**src/sv/drsf_pkg.sv**
```systemverilog
// Package for the two-reader broadcast FIFO.
// Holds action and status codes and the result record; no dependencies.
package drsf_pkg;

  typedef enum logic [1:0] {
    ACT_INSERT = 2'd0,
    ACT_READ   = 2'd1,
    ACT_DONE   = 2'd2
  } action_e;

  typedef enum logic [1:0] {
    ST_OK      = 2'd0,
    ST_NO_DATA = 2'd1,
    ST_FULL    = 2'd2
  } status_e;

  typedef struct packed {
    logic    rd_ok;
    status_e status;
    logic    done;
  } result_t;

endpackage

```
**src/sv/dual_reader_shared_fifo_unit.sv**
```systemverilog
// Top level of the two-reader broadcast FIFO: control, store and result register.
// Uses drsf_pkg, drsf_ctrl and drsf_ram.
//
//  channel | valid      | ready      | payload
//  --------+------------+------------+-----------------------------------
//  in      | in_valid_i | in_ready_o | action_i, reader_i, data_in_i
//  out     | out_valid_o| out_ready_i| status_o, data_out_o, writing_done_o
//
// One transaction per cycle unless the output stalls; each result appears in the
// cycle after its transaction, the read word from the store's registered read port.
// The result register frees in the cycle it is taken, so input flows on.
// A stalled output holds the result register and blocks the input.
// Reset clears the pointers and the done flag; no clearing pass is needed.
module dual_reader_shared_fifo_unit import drsf_pkg::*; #(
  parameter int DEPTH      = 16,
  parameter int DATA_WIDTH = 64
) (
  input  logic        clk_i,
  input  logic        rst_ni,
  input  logic        in_valid_i,
  output logic        in_ready_o,
  input  logic [1:0]  action_i,
  input  logic        reader_i,
  input  logic [63:0] data_in_i,
  output logic        out_valid_o,
  input  logic        out_ready_i,
  output logic [1:0]  status_o,
  output logic [63:0] data_out_o,
  output logic        writing_done_o
);

  localparam int AW = $clog2(DEPTH);

  logic                  accept;
  logic                  out_valid_q, out_valid_d;
  result_t               res_d, res_q;
  logic                  ram_we, ram_re;
  logic [AW-1:0]         ram_waddr, ram_raddr;
  logic [DATA_WIDTH-1:0] ram_wdata, ram_rdata;

  assign in_ready_o = !out_valid_q || out_ready_i;
  assign accept     = in_valid_i && in_ready_o;

  drsf_ctrl #(
    .DEPTH      (DEPTH),
    .DATA_WIDTH (DATA_WIDTH)
  ) u_ctrl (
    .clk_i       (clk_i),
    .rst_ni      (rst_ni),
    .accept_i    (accept),
    .action_i    (action_i),
    .reader_i    (reader_i),
    .data_i      (data_in_i[DATA_WIDTH-1:0]),
    .ram_we_o    (ram_we),
    .ram_waddr_o (ram_waddr),
    .ram_wdata_o (ram_wdata),
    .ram_re_o    (ram_re),
    .ram_raddr_o (ram_raddr),
    .res_o       (res_d)
  );

  drsf_ram #(
    .WIDTH (DATA_WIDTH),
    .DEPTH (DEPTH)
  ) u_store (
    .clk_i   (clk_i),
    .we_i    (ram_we),
    .waddr_i (ram_waddr),
    .wdata_i (ram_wdata),
    .re_i    (ram_re),
    .raddr_i (ram_raddr),
    .rdata_o (ram_rdata)
  );

  always_comb begin
    out_valid_d = out_valid_q;
    if (accept) begin
      out_valid_d = 1'b1;
    end else if (out_ready_i) begin
      out_valid_d = 1'b0;
    end
  end

  always_ff @(posedge clk_i or negedge rst_ni) begin
    if (!rst_ni) begin
      out_valid_q <= 1'b0;
    end else begin
      out_valid_q <= out_valid_d;
    end
  end

  always_ff @(posedge clk_i) begin
    if (accept) begin
      res_q <= res_d;
    end
  end

  assign out_valid_o    = out_valid_q;
  assign status_o       = res_q.status;
  assign writing_done_o = res_q.done;
  assign data_out_o     = res_q.rd_ok ? 64'(ram_rdata) : 64'd0;

  a_accept_fills: assert property (@(posedge clk_i) disable iff (!rst_ni)
    accept |=> out_valid_q)
    else $error("accepted transaction lost its result");

  a_read_ok_status: assert property (@(posedge clk_i) disable iff (!rst_ni)
    (out_valid_q && res_q.rd_ok) |-> (res_q.status == ST_OK))
    else $error("read word flagged with failure status");

  a_no_accept_stalled: assert property (@(posedge clk_i) disable iff (!rst_ni)
    (out_valid_q && !out_ready_i) |-> !accept)
    else $error("transaction taken over a stalled result");

endmodule

```
**src/sv/drsf_ram.sv**
```systemverilog
// Generic single-write, single-read RAM with registered read data.
// No dependencies.
module drsf_ram #(
  parameter int WIDTH = 64,
  parameter int DEPTH = 16
) (
  input  logic                     clk_i,
  input  logic                     we_i,
  input  logic [$clog2(DEPTH)-1:0] waddr_i,
  input  logic [WIDTH-1:0]         wdata_i,
  input  logic                     re_i,
  input  logic [$clog2(DEPTH)-1:0] raddr_i,
  output logic [WIDTH-1:0]         rdata_o
);

  logic [WIDTH-1:0] mem_q [DEPTH];
  logic [WIDTH-1:0] rdata_q;

  always_ff @(posedge clk_i) begin
    if (we_i) begin
      mem_q[waddr_i] <= wdata_i;
    end
  end

  always_ff @(posedge clk_i) begin
    if (re_i) begin
      rdata_q <= mem_q[raddr_i];
    end
  end

  assign rdata_o = rdata_q;

endmodule

```
**src/sv/drsf_ctrl.sv**
```systemverilog
// Pointer and flag control for the two-reader broadcast FIFO.
// Decides each transaction, drives the store's ports; uses drsf_pkg.
module drsf_ctrl import drsf_pkg::*; #(
  parameter int DEPTH      = 16,
  parameter int DATA_WIDTH = 64
) (
  input  logic                     clk_i,
  input  logic                     rst_ni,
  input  logic                     accept_i,
  input  logic [1:0]               action_i,
  input  logic                     reader_i,
  input  logic [DATA_WIDTH-1:0]    data_i,
  output logic                     ram_we_o,
  output logic [$clog2(DEPTH)-1:0] ram_waddr_o,
  output logic [DATA_WIDTH-1:0]    ram_wdata_o,
  output logic                     ram_re_o,
  output logic [$clog2(DEPTH)-1:0] ram_raddr_o,
  output result_t                  res_o
);

  localparam int AW = $clog2(DEPTH);
  localparam int PW = $clog2(2 * DEPTH);
  localparam logic [PW-1:0] PtrMax   = PW'(2 * DEPTH - 1);
  localparam logic [PW-1:0] DepthPtr = PW'(DEPTH);
  localparam logic [PW:0]   TwoDepth = (PW + 1)'(2 * DEPTH);
  localparam logic [PW:0]   DepthLag = (PW + 1)'(DEPTH);

  logic [PW-1:0] wp_q, wp_d;
  logic [PW-1:0] rp_q [2];
  logic [PW-1:0] rp_d [2];
  logic          done_q, done_d;
  logic [PW:0]   lag [2];
  logic [PW-1:0] rp_sel;
  logic          full;
  logic          caught_up;

  function automatic logic [PW-1:0] ptr_inc(input logic [PW-1:0] p);
    return (p == PtrMax) ? '0 : p + PW'(1);
  endfunction

  function automatic logic [AW-1:0] ptr_addr(input logic [PW-1:0] p);
    logic [PW-1:0] a;
    a = (p >= DepthPtr) ? p - DepthPtr : p;
    return a[AW-1:0];
  endfunction

  always_comb begin
    for (int i = 0; i < 2; i++) begin
      lag[i] = {1'b0, wp_q} + ((wp_q >= rp_q[i]) ? '0 : TwoDepth) - {1'b0, rp_q[i]};
    end
  end

  assign full      = (lag[0] >= DepthLag) || (lag[1] >= DepthLag);
  assign rp_sel    = rp_q[reader_i];
  assign caught_up = (rp_sel == wp_q);

  always_comb begin
    wp_d        = wp_q;
    rp_d[0]     = rp_q[0];
    rp_d[1]     = rp_q[1];
    done_d      = done_q;
    ram_we_o    = 1'b0;
    ram_re_o    = 1'b0;
    res_o.rd_ok = 1'b0;
    res_o.status = ST_OK;
    case (action_i)
      ACT_INSERT: begin
        if (full) begin
          res_o.status = ST_FULL;
        end else begin
          ram_we_o = accept_i;
          if (accept_i) begin
            wp_d = ptr_inc(wp_q);
          end
        end
      end
      ACT_READ: begin
        if (caught_up) begin
          res_o.status = ST_NO_DATA;
        end else begin
          res_o.rd_ok = 1'b1;
          ram_re_o    = accept_i;
          if (accept_i) begin
            rp_d[reader_i] = ptr_inc(rp_sel);
          end
        end
      end
      ACT_DONE: begin
        if (accept_i) begin
          done_d = 1'b1;
        end
      end
      default: begin
      end
    endcase
    res_o.done = (action_i == ACT_DONE) ? 1'b1 : done_q;
  end

  assign ram_waddr_o = ptr_addr(wp_q);
  assign ram_wdata_o = data_i;
  assign ram_raddr_o = ptr_addr(rp_sel);

  always_ff @(posedge clk_i or negedge rst_ni) begin
    if (!rst_ni) begin
      wp_q    <= '0;
      rp_q[0] <= '0;
      rp_q[1] <= '0;
      done_q  <= 1'b0;
    end else begin
      wp_q    <= wp_d;
      rp_q[0] <= rp_d[0];
      rp_q[1] <= rp_d[1];
      done_q  <= done_d;
    end
  end

  a_lag_bound: assert property (@(posedge clk_i) disable iff (!rst_ni)
    (lag[0] <= DepthLag) && (lag[1] <= DepthLag))
    else $error("reader lag exceeds depth");

  a_one_port_op: assert property (@(posedge clk_i) disable iff (!rst_ni)
    !(ram_we_o && ram_re_o))
    else $error("store written and read by one transaction");

  a_done_sticky: assert property (@(posedge clk_i) disable iff (!rst_ni)
    done_q |=> done_q)
    else $error("done flag cleared");

endmodule

```
**config.mk**
```make
export PLATFORM = sky130hd
export DESIGN_NAME = dual_reader_shared_fifo_unit
export DESIGN_NICKNAME = d
export VERILOG_FILES = /design/src/sv/drsf_pkg.sv /design/src/sv/dual_reader_shared_fifo_unit.sv /design/src/sv/drsf_ram.sv /design/src/sv/drsf_ctrl.sv
export SDC_FILE = /design/constraint.sdc
export NUM_CORES = 1
export LEC_CHECK = 0
export BUFFER_PORTS_ARGS = -buffer_cell sky130_fd_sc_hd__buf_2
export CAP_MARGIN = 5
export CORE_UTILIZATION = 45
export CTS_CLUSTER_SIZE = 10
export DETAILED_ROUTE_END_ITERATION = 10
export PLACE_DENSITY = 0.71
export SLEW_MARGIN = 20
export SYNTH_ARGS = -nofsm -noshare
export SYNTH_HDL_FRONTEND = slang
export SYNTH_SLANG_ARGS = --single-unit
```
**constraint.sdc**
```tcl
create_clock -name clk_i -period 17.12 [get_ports clk_i]
set_clock_uncertainty 0.05 [all_clocks]
set_input_delay 0.856 -clock clk_i [delete_from_list [all_inputs] [get_ports clk_i]]
set_output_delay 0.856 -clock clk_i [all_outputs]
set_load 0.02 [all_outputs]
```
### Word-level counts from Yosys, hierarchy flattened

Memories as Yosys holds them, arrays and structs flattened. A register that Yosys moved wholly into a read port is not among the register bits.
Index checks and enable logic that the tools add are counted.

* register bits after elaboration: 21
* bits in writable memories: 1024
* bits of input ports: 71
* logic and storage cells: 68
* memories kept: 1

* add/sub/neg operators: 8
* magnitude comparators: 8
* equal/unequal tests: 5
* muxes and demuxes: 25
* bitwise operators: 3
* reduce and logical (&&, ||, !) cells: 10

Memory list
* u_store.mem_q: words 16, width 64, rd ports 1, clocked after memory_dff 1, wr ports 1, RTL line drsf_ram.sv:16 `logic [WIDTH-1:0] mem_q [DEPTH];`

Operators by type and width (number)
* $mux W64: 1
* $mux W5: 6
* $add A5 B6 Y6: 2
* $ge A6 B5 Y1 const B: 2
* $mux W6: 2
* $sub A6 B5 Y6: 2
* $add A5 B1 Y5 const B: 2
* $bwmux W10: 1
* $eq A5 B5 Y1 const B: 2
* $ge A5 B5 Y1: 2
* $ge A5 B5 Y1 const B: 2
* $mux W1: 10
* $mux W4: 2
* $sub A4 B1 Y4 const B: 2
* $reduce_and A3 Y1: 2
* $demux W5 S1: 1
* $eq A5 B5 Y1: 1
* $pmux W2 S2: 1
* $eq A2 B1 Y1 const B: 1
* $eq A2 B2 Y1 const B: 1
* $ge A2 B2 Y1 const B: 1
* $logic_and A1 B1 Y1: 2
* $logic_not A2 Y1: 1
* $logic_or A1 B1 Y1: 2
* 7 further kinds: 8

### Logic depth before layout (Yosys ltp)

Gate-level depths: netlist of the first run.

* depth after elaboration: 10
* gate-level depth with buffers: 12
* depth with buffers taken out: 9

### Modules after synthesis

Synthesis of the first run repeated with hierarchy kept, for this count alone.

* cell total of the unflattened synthesis: 1917
* area total of the unflattened synthesis: 42668.4 um2

By module, submodules not included
* drsf_ram: instances 1, cells an instance 1647, area an instance 40223.6 um2, seq. area each 32671.3 um2
* drsf_ctrl: instances 1, cells an instance 190, area an instance 1755.4 um2, seq. area each 400.4 um2
* dual_reader_shared_fifo_unit: instances 1, cells an instance 80, area an instance 689.4 um2, seq. area each 145.1 um2

### Worst setup path after synthesis of the first run

No wires, ideal clock.

* path type: input to register
* from: in reader_i
* to: reg u_store.rdata_q[0] (netlist: u_store.rdata_o[0]) (read register of u_store.mem_q) (enable)
* library setup time: 565 ps
* data arrival time: 6238 ps
* required time: 16505 ps
* slack: 10267 ps
* stages: 7
* buffers on the path: 2
* cells stage by stage: buf_2 -> mux2_1 -> buf_2 -> xnor2_1 -> or2_1 -> nor2_1 -> nor3_1

* longest elaborated chain between the ends: 7

RTL lines
* from (decl): RTL line dual_reader_shared_fifo_unit.sv:23 `input logic reader_i,`
* $not A1 Y2 (implied by the code): RTL line drsf_ctrl.sv:54 `assign rp_sel = rp_q[reader_i];`
* $mux W5 (implied by the code) (3 in series): RTL line drsf_ctrl.sv:54
* $eq A5 B5 Y1: RTL line drsf_ctrl.sv:55 `assign caught_up = (rp_sel == wp_q);`
* $mux W1: RTL line drsf_ctrl.sv:78 `if (caught_up) begin`
* $mux W1: RTL line drsf_ctrl.sv:66 `case (action_i)`
* net ram_re: RTL line dual_reader_shared_fifo_unit.sv:37 `logic ram_we, ram_re;`
* to (decl): RTL line drsf_ram.sv:17 `logic [WIDTH-1:0] rdata_q;`

The timed path passes the listed nets, and every way through them passes these cells. The select of a mux whose other input is x is not followed.
A chain may end at the register's enable or synchronous reset.

### Worst setup path after layout of the first run

* from: in reader_i
* to: reg u_store.rdata_q[45] (netlist: u_store.rdata_o[45]) (read register of u_store.mem_q) (data pin)

* longest elaborated chain between the ends: 7

RTL lines (RTL line)
* $not A1 Y2 (implied by the code) *: drsf_ctrl.sv:54
* $mux W5 (implied by the code) * (3 in series): drsf_ctrl.sv:54
* branches (longest 3 deep; another with $sub A4 B1 Y4)

Every way passes the cells marked *. The select of a mux whose other input is x is not followed.

==> results of run 1 <==
[registers in the layout (all words and copies together) (netlist names)]
name,flops
u_store.mem_q,1024
u_store.rdata_o,64
u_ctrl.rp_q,10
u_ctrl.wp_q,5
status_o,2
out_valid_o,1
res_q,1
u_ctrl.done_q,1
writing_done_o,1
[worst max-delay path by stage]
stage | startpoint | endpoint | slack (ps) | depth (start not counted)
6_report | reader_i | u_store.rdata_o[45] | 12450 | 8
5_1_grt | reader_i | u_store.rdata_o[47] | 11880 | 8
4_1_cts | reader_i | u_store.rdata_o[47] | 12200 | 8
3_5_place_dp | reader_i | u_store.rdata_o[47] | 11440 | 8
3_3_place_gp | reader_i | u_store.rdata_o[49] | 11600 | 8
2_1_floorplan | reader_i | u_store.rdata_o[0] | 10270 | 7
[metal layers]
| metal | vias to the layer above | share of wire |
|---|---|---|
| met3 | 157 | 0.079 |
| met1 | 10500 | 0.39 |
| li1 | 8189 | - |
| met5 | - | 0.00077 |
| met4 | 12 | 0.020 |
| met2 | 850 | 0.51 |
[area by class of cell]
type / count / area share
Sequential cell: 1109 / 0.695
Multi-Input combinational cell: 642 / 0.177
Antenna cell: 3 / 0.000157
Clock buffer: 144 / 0.0716
Timing Repair Buffer: 169 / 0.0198
Inverter: 13 / 0.00102
Tap cell: 1243 / 0.0325
Clock inverter: 13 / 0.00325
[power breakdown]
group	switching [W]	internal [W]	leakage, nW
registers	0.0000259	0.00306	10.0
clock network	0.000997	0.00140	1.75
logic	0.000792	0.000714	3.65
total	0.00181	0.00518	15.4
[cells by family after synthesis]
family / after synthesis / synth area share
xor+xnor: 6 / 0.00125
mux: 265 / 0.140
compound gates: 161 / 0.0286
simple gates: 193 / 0.0235
fa+ha+maj: 17 / 0.00506
buf+inv: 111 / 0.0113
flops: 1109 / 0.790
[stage by stage]
step	cell area [sq um]	std cells	setup slack [ps]	hold slack [ps]	power (W)
after floorplan	42000	1862	10270	416	0.00430
after global placement	44200	3176	11600	427	0.00463
after detailed placement	44200	3176	11440	440	0.00467
after CTS	47800	3333	12200	9.29	0.00706
after global routing	47800	3334	11880	34.8	0.00725
final	47800	3336	12450	21.8	0.00700
[cells in the mapped netlist]
master	instances
edfxtp_1	1092
mux4_2	256
a22oi_1	128
and2_1	81
nand2_1	77
clkbuf_1	51
buf_2	33
dfrtp_1	17
ha_1	17
inv_1	13
buf_1	10
nor2_1	10
o21ai_1	10
nor3_1	6
nand2b_1	5
buf_4	4
xor2_1	4
a21oi_1	3
mux2_1	3
mux2_2	3
nand3_1	3
o211ai_1	3
a21boi_1	2
a32o_1	2
and3_1	2
and3b_1	2
mux2i_1	2
nor2b_1	2
nor3b_1	2
o21ai_0	2
o31ai_1	2
or2_1	2
xnor2_1	2
a211oi_4	1
a21boi_2	1
a21o_1	1
a31oi_1	1
mux2i_4	1
nand3b_1	1
o21a_1	1
o221ai_1	1
o22a_1	1
o32ai_1	1
o32ai_2	1
==> insert_results.sql, run 1 <==
INSERT INTO impl_metrics (metric_group, metric, value, unit) VALUES
('status', 'status', 'completed', ''),
('sta', 'timing_max_transition_violations_final', '0', ''),
('worst_setup_path', 'worst_path_cell_with_the_longest_stage_delay', 'buf_4', ''),
('yosys', 'synthDominantAreaCellType', 'edfxtp_1', ''),
('clock_tree', 'numCtsBuffers', '130', ''),
('clock_tree', 'h-tree-depth', '4', ''),
('sta', 'hold_viol_final', '0', ''),
('worst_setup_path', 'worstSetupEndpointType', 'flip-flop', ''),
('yosys', 'postSynthAreaPerCell', '22.6', 'sq um'),
('yosys', 'synthTopCellsByArea', 'edfxtp_1 78%, mux4_2 14%, a22oi_1 2.3%, and2_1 1.2%, dfrtp_1 1.0%', ''),
('global_route', 'vias_in_the_first_global_route', '20900', ''),
('die', 'io_pins', '140', ''),
('power_and_ir_drop', 'total_power_per_unit_cell_area', '146', 'mW/mm^2'),
('detailed_routing', 'vias_per_cell', '5.91', ''),
('placed_design', 'dpl.hpwl', '46400', 'um'),
('detailed_routing', 'total_detailed_routing_wirelength', '95400', 'um'),
('clock_tree', 'cts-resized-gates', '0', ''),
('power_and_ir_drop', 'irDropWorstVdd', '147', 'uV'),
('layout', 'layout_common_cells', '1092 x edfxtp_1, 256 x mux4_2, 139 x buf_2', ''),
('die', 'die-width', '308', 'um'),
('yosys', 'syn_area', '0.0420', 'sq mm'),
('layout', 'seq_area', '0.0332', 'sq mm'),
('die', 'die-area', '0.0946', 'sq mm'),
('detailed_routing', 'dr_total_vias', '19700', ''),
('clock_tree', 'clk_transition_reported_paths', '60', 'ps'),
('yosys', 'syn-num-nets', '1950', ''),
('global_route', 'grt_remaining_overflow', '0', ''),
('worst_setup_path', 'r2r_slack', '12720', 'ps'),
('worst_setup_path', 'crit-reg2reg-capture', 'u_store.rdata_o[45]', ''),
('sta', 'layout_min_cycle_time', '4670', 'ps'),
('hold_path', 'hold_path_class', 'in -> async', ''),
('worst_setup_path', 'worst_ep_arrival_time', '5070', 'ps'),
('die', 'core_region_area', '0.0921', 'sq mm'),
('layout', 'flow.area_growth_from_synthesis', '13.7', '%'),
('die', 'fp-row-count', '111', ''),
('global_route', 'grt_pass1_wl', '140000', 'um'),
('clock_tree', 'cts-root-buf', 'clkbuf_16', ''),
('global_route', 'globalRoute.busiestLayer', 'met2', ''),
('placed_design', 'globalplace.congestion', '0.750', ''),
('layout', 'most_common_cell_after_layout_fill_and_taps_aside', 'edfxtp_1', ''),
('global_route', 'globalRouteMet1Util', '0.271', ''),
('worst_setup_path', 'worst_path_largest_cell_delay', '900', 'ps'),
('job', 'timing.max_cap.violations', '0', ''),
('clock_tree', 'cts_setup_buffers', '0', ''),
('placed_design', 'portbufs', '139', ''),
('clock_tree', 'hold_buffers', '0', ''),
('detailed_routing', 'number_of_drc_violations_after_detailed_routing', '0', ''),
('global_route', 'antenna_found_initial', '11', ''),
('worst_setup_path', 'cp_data_required_time', '17520', 'ps'),
('sta', 'worst_slew_pin_slew', '1090', 'ps'),
('power_and_ir_drop', 'power.static_leakage', '15.4', 'nW'),
('sta', 'rsz_0062_raised_after_global_routing', 'false', ''),
('worst_setup_path', 'timing.rr.start', 'u_ctrl.rp_q[1]', ''),
('worst_setup_path', 'worst-path-buf-inv', '4', ''),
('global_route', 'met2_layer_usage_reported_by_global_route', '0.342', ''),
('worst_setup_path', 'startpoint_types', 'input pin', ''),
('yosys', 'post-synth-top-area-fraction', '0.780', ''),
('worst_setup_path', 'ff2ff_path_depth', '7', ''),
('sta', 'layout_worst_path_cycle_share', '0.273', ''),
('sta', 'slew-limit-headroom', '0.272', ''),
('detailed_routing', 'number_of_detailed_route_iterations_in_the_first_pass', '5', ''),
('sta', 'fin_tns_setup', '0', 'ps'),
('yosys', 'synth_warnings', '0', ''),
('layout', 'drive_above_1_share', '0.288', ''),
('layout', 'final.fill_count', '6896', ''),
('global_route', 'grt_max_degree', '155', ''),
('worst_setup_path', 'crit_chain', 'buf_2, mux2i_4, buf_12, buf_4, buf_4, mux4_2, a22oi_1, nand2_1', ''),
('worst_setup_path', 'critical-path-top-delay-family', 'buffers and inverters', ''),
('sta', 'report.final.setup_viol', '0', ''),
('clock_tree', 'cts_buffer_depth', '3', ''),
('clock_tree', 'cts.sink_count', '1109', '');
Power figures use the tool's default switching activity.
==> run 2: changes to the inputs <==
clock period = 4.5 ns   (was 17.12 ns; I/O delays follow)
==> insert_results.sql, run 2 (synthesized netlist as in run 1, its figures left out) <==
INSERT INTO impl_metrics (metric_group, metric, value, unit) VALUES
('layout', 'largest_reg_flops', '1024', ''),
('hold_path', 'hold_path_depth', '4', ''),
('sta', 'slew-limit-headroom', '0.293', ''),
('detailed_routing', 'number_of_detailed_route_iterations_in_the_first_pass', '5', ''),
('worst_setup_path', 'worst_ep_arrival_time', '4030', 'ps'),
('die', 'fp-row-count', '111', ''),
('placed_design', 'dp.cells', '3185', ''),
('clock_tree', 'cts_tree', 'built', ''),
('global_route', 'grt_max_degree', '100', ''),
('clock_tree', 'cts-root-buf', 'clkbuf_16', ''),
('sta', 'report.final.setup_viol', '0', ''),
('clock_tree', 'numCtsBuffers', '130', ''),
('layout', 'drive_above_1_share', '0.279', ''),
('detailed_routing', 'drt_first_iter_violations', '1961', ''),
('layout', 'final_util', '0.530', ''),
('worst_setup_path', 'r2r_slack', '840', 'ps'),
('sta', 'rsz_0062_raised_after_global_routing', 'false', ''),
('detailed_routing', 'drt.antenna.violating_nets', '0', ''),
('detailed_routing', 'dr_total_vias', '19900', ''),
('sta', 'hold_viol_final', '0', ''),
('worst_setup_path', 'worstSetupEndpointType', 'flip-flop', ''),
('layout', 'layout_common_cells', '1092 x edfxtp_1, 256 x mux4_2, 139 x buf_2', ''),
('layout', 'fin_nets', '2233', ''),
('sta', 'setup_slack', '843', 'ps'),
('power_and_ir_drop', 'total_power_per_unit_cell_area', '554', 'mW/mm^2'),
('die', 'io_pins', '140', ''),
('clock_tree', 'cts_setup_buffers', '0', ''),
('layout', 'seq_area', '0.0332', 'sq mm'),
('layout', 'most_common_cell_after_layout_fill_and_taps_aside', 'edfxtp_1', ''),
('layout', 'final.fill_count', '6866', ''),
('die', 'die_h', '308', 'um'),
('worst_setup_path', 'worstSetupPathType', 'reg -> reg', ''),
('sta', 'worst_slew_pin_slew', '1060', 'ps'),
('sta', 'fin_tns_setup', '0', 'ps'),
('clock_tree', 'worstSkewPairLatency', '730', 'ps'),
('hold_path', 'hold_path.startpoint', 'reader_i', ''),
('sta', 'layout_min_cycle_time', '3660', 'ps'),
('clock_tree', 'clk_transition_reported_paths', '50', 'ps'),
('layout', 'largest_register', 'u_store.mem_q', ''),
('sta', 'fmax', '273', 'MHz'),
('detailed_routing', 'wire_length_per_cell_after_detailed_routing', '27.0', 'um'),
('worst_setup_path', 'cp_data_required_time', '4870', 'ps'),
('sta', 'layout_worst_path_cycle_share', '0.813', ''),
('worst_setup_path', 'crit-reg2reg-capture', 'u_store.mem_q[5][54]', ''),
('die', 'die-width', '308', 'um'),
('placed_design', 'globalplace.congestion', '0.793', ''),
('detailed_routing', 'total_detailed_routing_wirelength', '92600', 'um'),
('global_route', 'antenna_found_initial', '2', ''),
('detailed_routing', 'vias_per_cell', '5.81', ''),
('global_route', 'vias_in_the_first_global_route', '20900', ''),
('worst_setup_path', 'timing.rr.start', 'u_ctrl.rp_q[7]', ''),
('placed_design', 'dpl.hpwl', '50800', 'um'),
('die', 'core_region_area', '0.0921', 'sq mm'),
('placed_design', 'detailedPlace.worstSlack', '891', 'ps'),
('clock_tree', 'cts_buffer_depth', '3', ''),
('placed_design', 'portbufs', '139', ''),
('hold_path', 'worst_hold_path.endpoint', 'u_ctrl.rp_q[3]', ''),
('clock_tree', 'cts.sink_count', '1109', ''),
('sta', 'timing_max_transition_violations_final', '0', ''),
('job', 'timing.max_cap.violations', '0', ''),
('worst_setup_path', 'ff2ff_path_depth', '8', ''),
('die', 'die-area', '0.0946', 'sq mm'),
('power_and_ir_drop', 'finalPower', '0.0270', 'W'),
('global_route', 'grt_pass1_wl', '137000', 'um'),
('layout', 'multi_input_comb_area', '0.00845', 'sq mm'),
('global_route', 'global_route.usage.total', '0.200', ''),
('layout', 'flow.area_growth_from_synthesis', '16.1', '%'),
('clock_tree', 'h-tree-depth', '4', ''),
('worst_setup_path', 'critical_path.max_fanout', '35', ''),
('status', 'status', 'completed', ''),
('detailed_routing', 'number_of_drc_violations_after_detailed_routing', '0', ''),
('power_and_ir_drop', 'power.static_leakage', '15.8', 'nW'),
('die', 'floorplan.initialDensity', '0.456', ''),
('global_route', 'grt_remaining_overflow', '0', ''),
('power_and_ir_drop', 'irDropWorstVdd', '542', 'uV'),
('layout', 'stdcell_count', '3423', ''),
('worst_setup_path', 'startpoint_types', 'flip-flop', ''),
('hold_path', 'hold_path_class', 'in -> reg', '');
-- run 2: cell types whose count changed in the layout (fill, tap and decap cells not counted), moves of 2 or more --
cell and delta:
dlygate4sd3_1 +71, buf_12 +17, clkbuf_1 +11, buf_4 -8
clkinv_8 -3, clkbuf_16 -2, clkinv_1 +2, diode_2 -2
-- run 2: worst max path at each step --
stage	startpoint	endpoint	slack (ps)	depth (start not counted)
global placement	u_ctrl.wp_q[1]	u_store.mem_q[7][12]	980	8
global route	u_ctrl.rp_q[7]	u_store.mem_q[5][51]	590	8
finish	u_ctrl.rp_q[7]	u_store.mem_q[5][54]	840	8
CTS	u_ctrl.rp_q[7]	u_store.mem_q[5][52]	880	8
floorplan	reader_i	u_store.rdata_o[0]	230	7
detailed placement	u_ctrl.wp_q[1]	u_store.mem_q[5][52]	890	8
-- run 2: power by group --
part / total [W] / switching [W] / internal (W)
Sequential: 0.0118 / 0.0000971 / 0.0117
Clock: 0.00913 / 0.00384 / 0.00530
Combinational: 0.00614 / 0.00332 / 0.00281
-- run 2: timing repair --
action / in CTS / in global routing
resized for setup: 0 / 0
hold buffers: 71 / 0
hold endpoints to repair: 1045 / 0
-- run 2: critical path: stages (launching register included) --
cell	delay, ps
dfrtp_1	510
inv_1	180
ha_1	300
o211ai_1	110
a21boi_1	200
o221ai_1	410
nor3b_1	550
and2_4	700
buf_4	310
-- run 2: layer usage --
| metal | vias up | global-route usage | wire, um |
|---|---|---|---|
| met5 | - | 0 | 19 |
| met1 | 10500 | 0.269 | 37000 |
| li1 | 8335 | - | - |
| met3 | 150 | 0.0464 | 7090 |
| met2 | 892 | 0.325 | 46400 |
| met4 | 4 | 0.0612 | 2010 |
-- run 2: layout make-up --
| class | count | share of cell area |
|---|---|---|
| tap | 1243 | 0.0319 |
| timing repair buffer | 249 | 0.0397 |
| inverter | 13 | 0.00100 |
| antenna | 1 | 0.0000513 |
| clock buffer | 152 | 0.0697 |
| multi-input combinational | 642 | 0.173 |
| clock inverter | 14 | 0.00341 |
| sequential | 1109 | 0.681 |
-- run 2: per-stage QoR --
| step | cell area, sq um | hold slack, ps |
|---|---|---|
| global route | 48800 | 144 |
| global placement | 44500 | 168 |
| detailed placement | 44500 | 169 |
| floorplan | 42000 | -121 |
| CTS | 48800 | 83.1 |
| finish | 48800 | 133 |
==> run 3: changes to the inputs <==
PLACE_DENSITY = 0.73   (was 0.71)
clock period = 3.1 ns   (was 4.5 ns; I/O delays follow)
==> insert_results.sql, run 3 (synthesized netlist as in run 1, its figures left out) <==
INSERT INTO impl_metrics (metric_group, metric, value, unit) VALUES
('status', 'status', 'completed', ''),
('clock_tree', 'numCtsBuffers', '130', ''),
('placed_design', 'dpl-instance-area', '0.0455', 'sq mm'),
('global_route', 'grt_max_degree', '65', ''),
('hold_path', 'hold_path_class', 'in -> reg', ''),
('sta', 'worst_slew_pin_slew', '1030', 'ps'),
('die', 'die_h', '308', 'um'),
('clock_tree', 'cts_setup_buffers', '0', ''),
('sta', 'slew-limit-headroom', '0.316', ''),
('worst_setup_path', 'ff2ff_path_depth', '9', ''),
('power_and_ir_drop', 'power.static_leakage', '16.3', 'nW'),
('worst_setup_path', 'timing.rr.start', 'u_ctrl.rp_q[6]', ''),
('sta', 'timing_max_transition_violations_final', '0', ''),
('worst_setup_path', 'cp_data_required_time', '3460', 'ps'),
('global_route', 'global_route.usage.total', '0.214', ''),
('layout', 'stdcell_area', '0.0498', 'sq mm'),
('worst_setup_path', 'crit-reg2reg-capture', 'u_store.mem_q[14][19]', ''),
('worst_setup_path', 'r2r_slack', '150', 'ps'),
('worst_setup_path', 'crit_end', 'u_store.mem_q[14][19]', ''),
('layout', 'most_common_cell_after_layout_fill_and_taps_aside', 'edfxtp_1', ''),
('job', 'timing.max_cap.violations', '0', ''),
('sta', 'fmax', '339', 'MHz'),
('detailed_routing', 'total_detailed_routing_wirelength', '99100', 'um'),
('layout', 'flow.area_growth_from_synthesis', '18.5', '%'),
('clock_tree', 'h-tree-depth', '4', ''),
('detailed_routing', 'number_of_detailed_route_iterations_in_the_first_pass', '5', ''),
('die', 'die-area', '0.0946', 'sq mm'),
('hold_path', 'hold_path.startpoint', 'reader_i', ''),
('die', 'die-width', '308', 'um'),
('detailed_routing', 'wire_length_per_cell_after_detailed_routing', '28.4', 'um'),
('placed_design', 'globalplace.congestion', '0.818', ''),
('layout', 'fin_nets', '2293', ''),
('layout', 'largest_register', 'u_store.mem_q', ''),
('clock_tree', 'cts_buffer_depth', '3', ''),
('sta', 'report.final.setup_viol', '0', ''),
('detailed_routing', 'dr_total_vias', '20700', ''),
('detailed_routing', 'number_of_drc_violations_after_detailed_routing', '0', ''),
('sta', 'hold_slack', '43.0', 'ps'),
('sta', 'layout_min_cycle_time', '2950', 'ps'),
('placed_design', 'portbufs', '139', ''),
('worst_setup_path', 'worst_setup_path_startpoint', 'u_ctrl.rp_q[6]', ''),
('clock_tree', 'cts-resized-gates', '0', ''),
('die', 'io_pins', '140', ''),
('global_route', 'grt_remaining_overflow', '0', ''),
('clock_tree', 'cts.sink_count', '1109', ''),
('layout', 'drive_above_1_share', '0.299', ''),
('power_and_ir_drop', 'total_power_per_unit_cell_area', '802', 'mW/mm^2'),
('global_route', 'grt_pass1_wl', '146000', 'um'),
('worst_setup_path', 'startpoint_types', 'flip-flop', ''),
('detailed_routing', 'drt.antenna.violating_nets', '0', ''),
('placed_design', 'dpl.hpwl', '58800', 'um'),
('detailed_routing', 'vias_per_cell', '5.93', ''),
('sta', 'rsz_0062_raised_after_global_routing', 'false', ''),
('power_and_ir_drop', 'finalPower', '0.0400', 'W'),
('layout', 'largest_reg_flops', '1024', ''),
('sta', 'hold_viol_final', '0', ''),
('worst_setup_path', 'critical_path.max_fanout', '19', ''),
('clock_tree', 'hold_buffers', '71', ''),
('worst_setup_path', 'worstSetupPathType', 'reg -> reg', ''),
('layout', 'layout_common_cells', '1092 x edfxtp_1, 256 x mux4_2, 139 x buf_2', ''),
('clock_tree', 'cts_tree', 'built', ''),
('global_route', 'vias_in_the_first_global_route', '21600', ''),
('die', 'core_region_area', '0.0921', 'sq mm'),
('sta', 'layout_worst_path_cycle_share', '0.951', ''),
('power_and_ir_drop', 'irDropWorstVdd', '490', 'uV'),
('detailed_routing', 'drt_first_iter_violations', '2319', ''),
('clock_tree', 'worstSkewPairLatency', '730', 'ps'),
('worst_setup_path', 'worst_ep_arrival_time', '3310', 'ps'),
('global_route', 'antenna_found_initial', '9', ''),
('die', 'floorplan.initialDensity', '0.456', ''),
('worst_setup_path', 'worstSetupEndpointType', 'flip-flop', ''),
('clock_tree', 'clk_transition_reported_paths', '50', 'ps'),
('clock_tree', 'cts-root-buf', 'clkbuf_16', ''),
('die', 'fp-row-count', '111', '');
[run 3: cell types whose count changed in the layout (fill, tap and decap cells not counted), moves of 2 or more]
cell      delta
clkinv_2     +2
buf_12      +45
diode_2      +3
clkbuf_1     +3
buf_4       +15
[run 3: how the worst min path moves through the flow]
stage	depth (start not counted)	slack (ps)	to
after floorplan	0	-190	out_valid_o
after global placement	1	60	out_valid_o
after detailed placement	1	80	out_valid_o
after CTS	6	10	u_ctrl.rp_q[6]
after global routing	6	70	u_ctrl.rp_q[6]
final	6	40	u_ctrl.rp_q[6]
[run 3: layer usage]
metal  up-vias  share of wire  GRT usage
met4         4          0.021     0.0636
met5         -        0.00032          0
met3       168          0.078     0.0396
li1       8475              -          -
met1     11000           0.41      0.301
met2      1059           0.49      0.341
[run 3: layout make-up]
class	instances	area (sq um)
Sequential cell	1109	33200
Antenna cell	4	10.0
Tap cell	1243	1560
Clock inverter	15	164
Multi-Input combinational cell	642	8460
Clock buffer	154	3390
Inverter	13	48.8
Timing Repair Buffer	309	2950
Fill cell	6700	42300
[run 3: power by group]
part	switching, W	leakage, nW	total, W	internal (W)
Combinational	0.00526	4.50	0.00968	0.00441
Clock	0.00558	1.73	0.0132	0.00766
Sequential	0.000125	10.0	0.0170	0.0169
Total	0.0110	16.3	0.0400	0.0290
[run 3: through the flow]
| step | TNS [ps] | instances | worst slack, ps | util |
|---|---|---|---|---|
| after floorplan | -4430 | 1862 | -69.2 | - |
| after global placement | 0 | 3245 | 197 | 0.494 |
| after detailed placement | 0 | 3245 | 237 | 0.494 |
| after CTS | 0 | 3485 | 202 | 0.541 |
| after global routing | 0 | 3487 | 6.51 | 0.541 |
| final | 0 | 3489 | 152 | 0.541 |
[run 3: critical path, cell delays in order (launching register included)]
cell and delay (ps):
dfrtp_1 390, inv_1 70, ha_1 280, nor2b_1 130, o211ai_1 210, and3b_1 210
o221ai_1 280, nor2_1 370, and2_4 370, buf_12 230
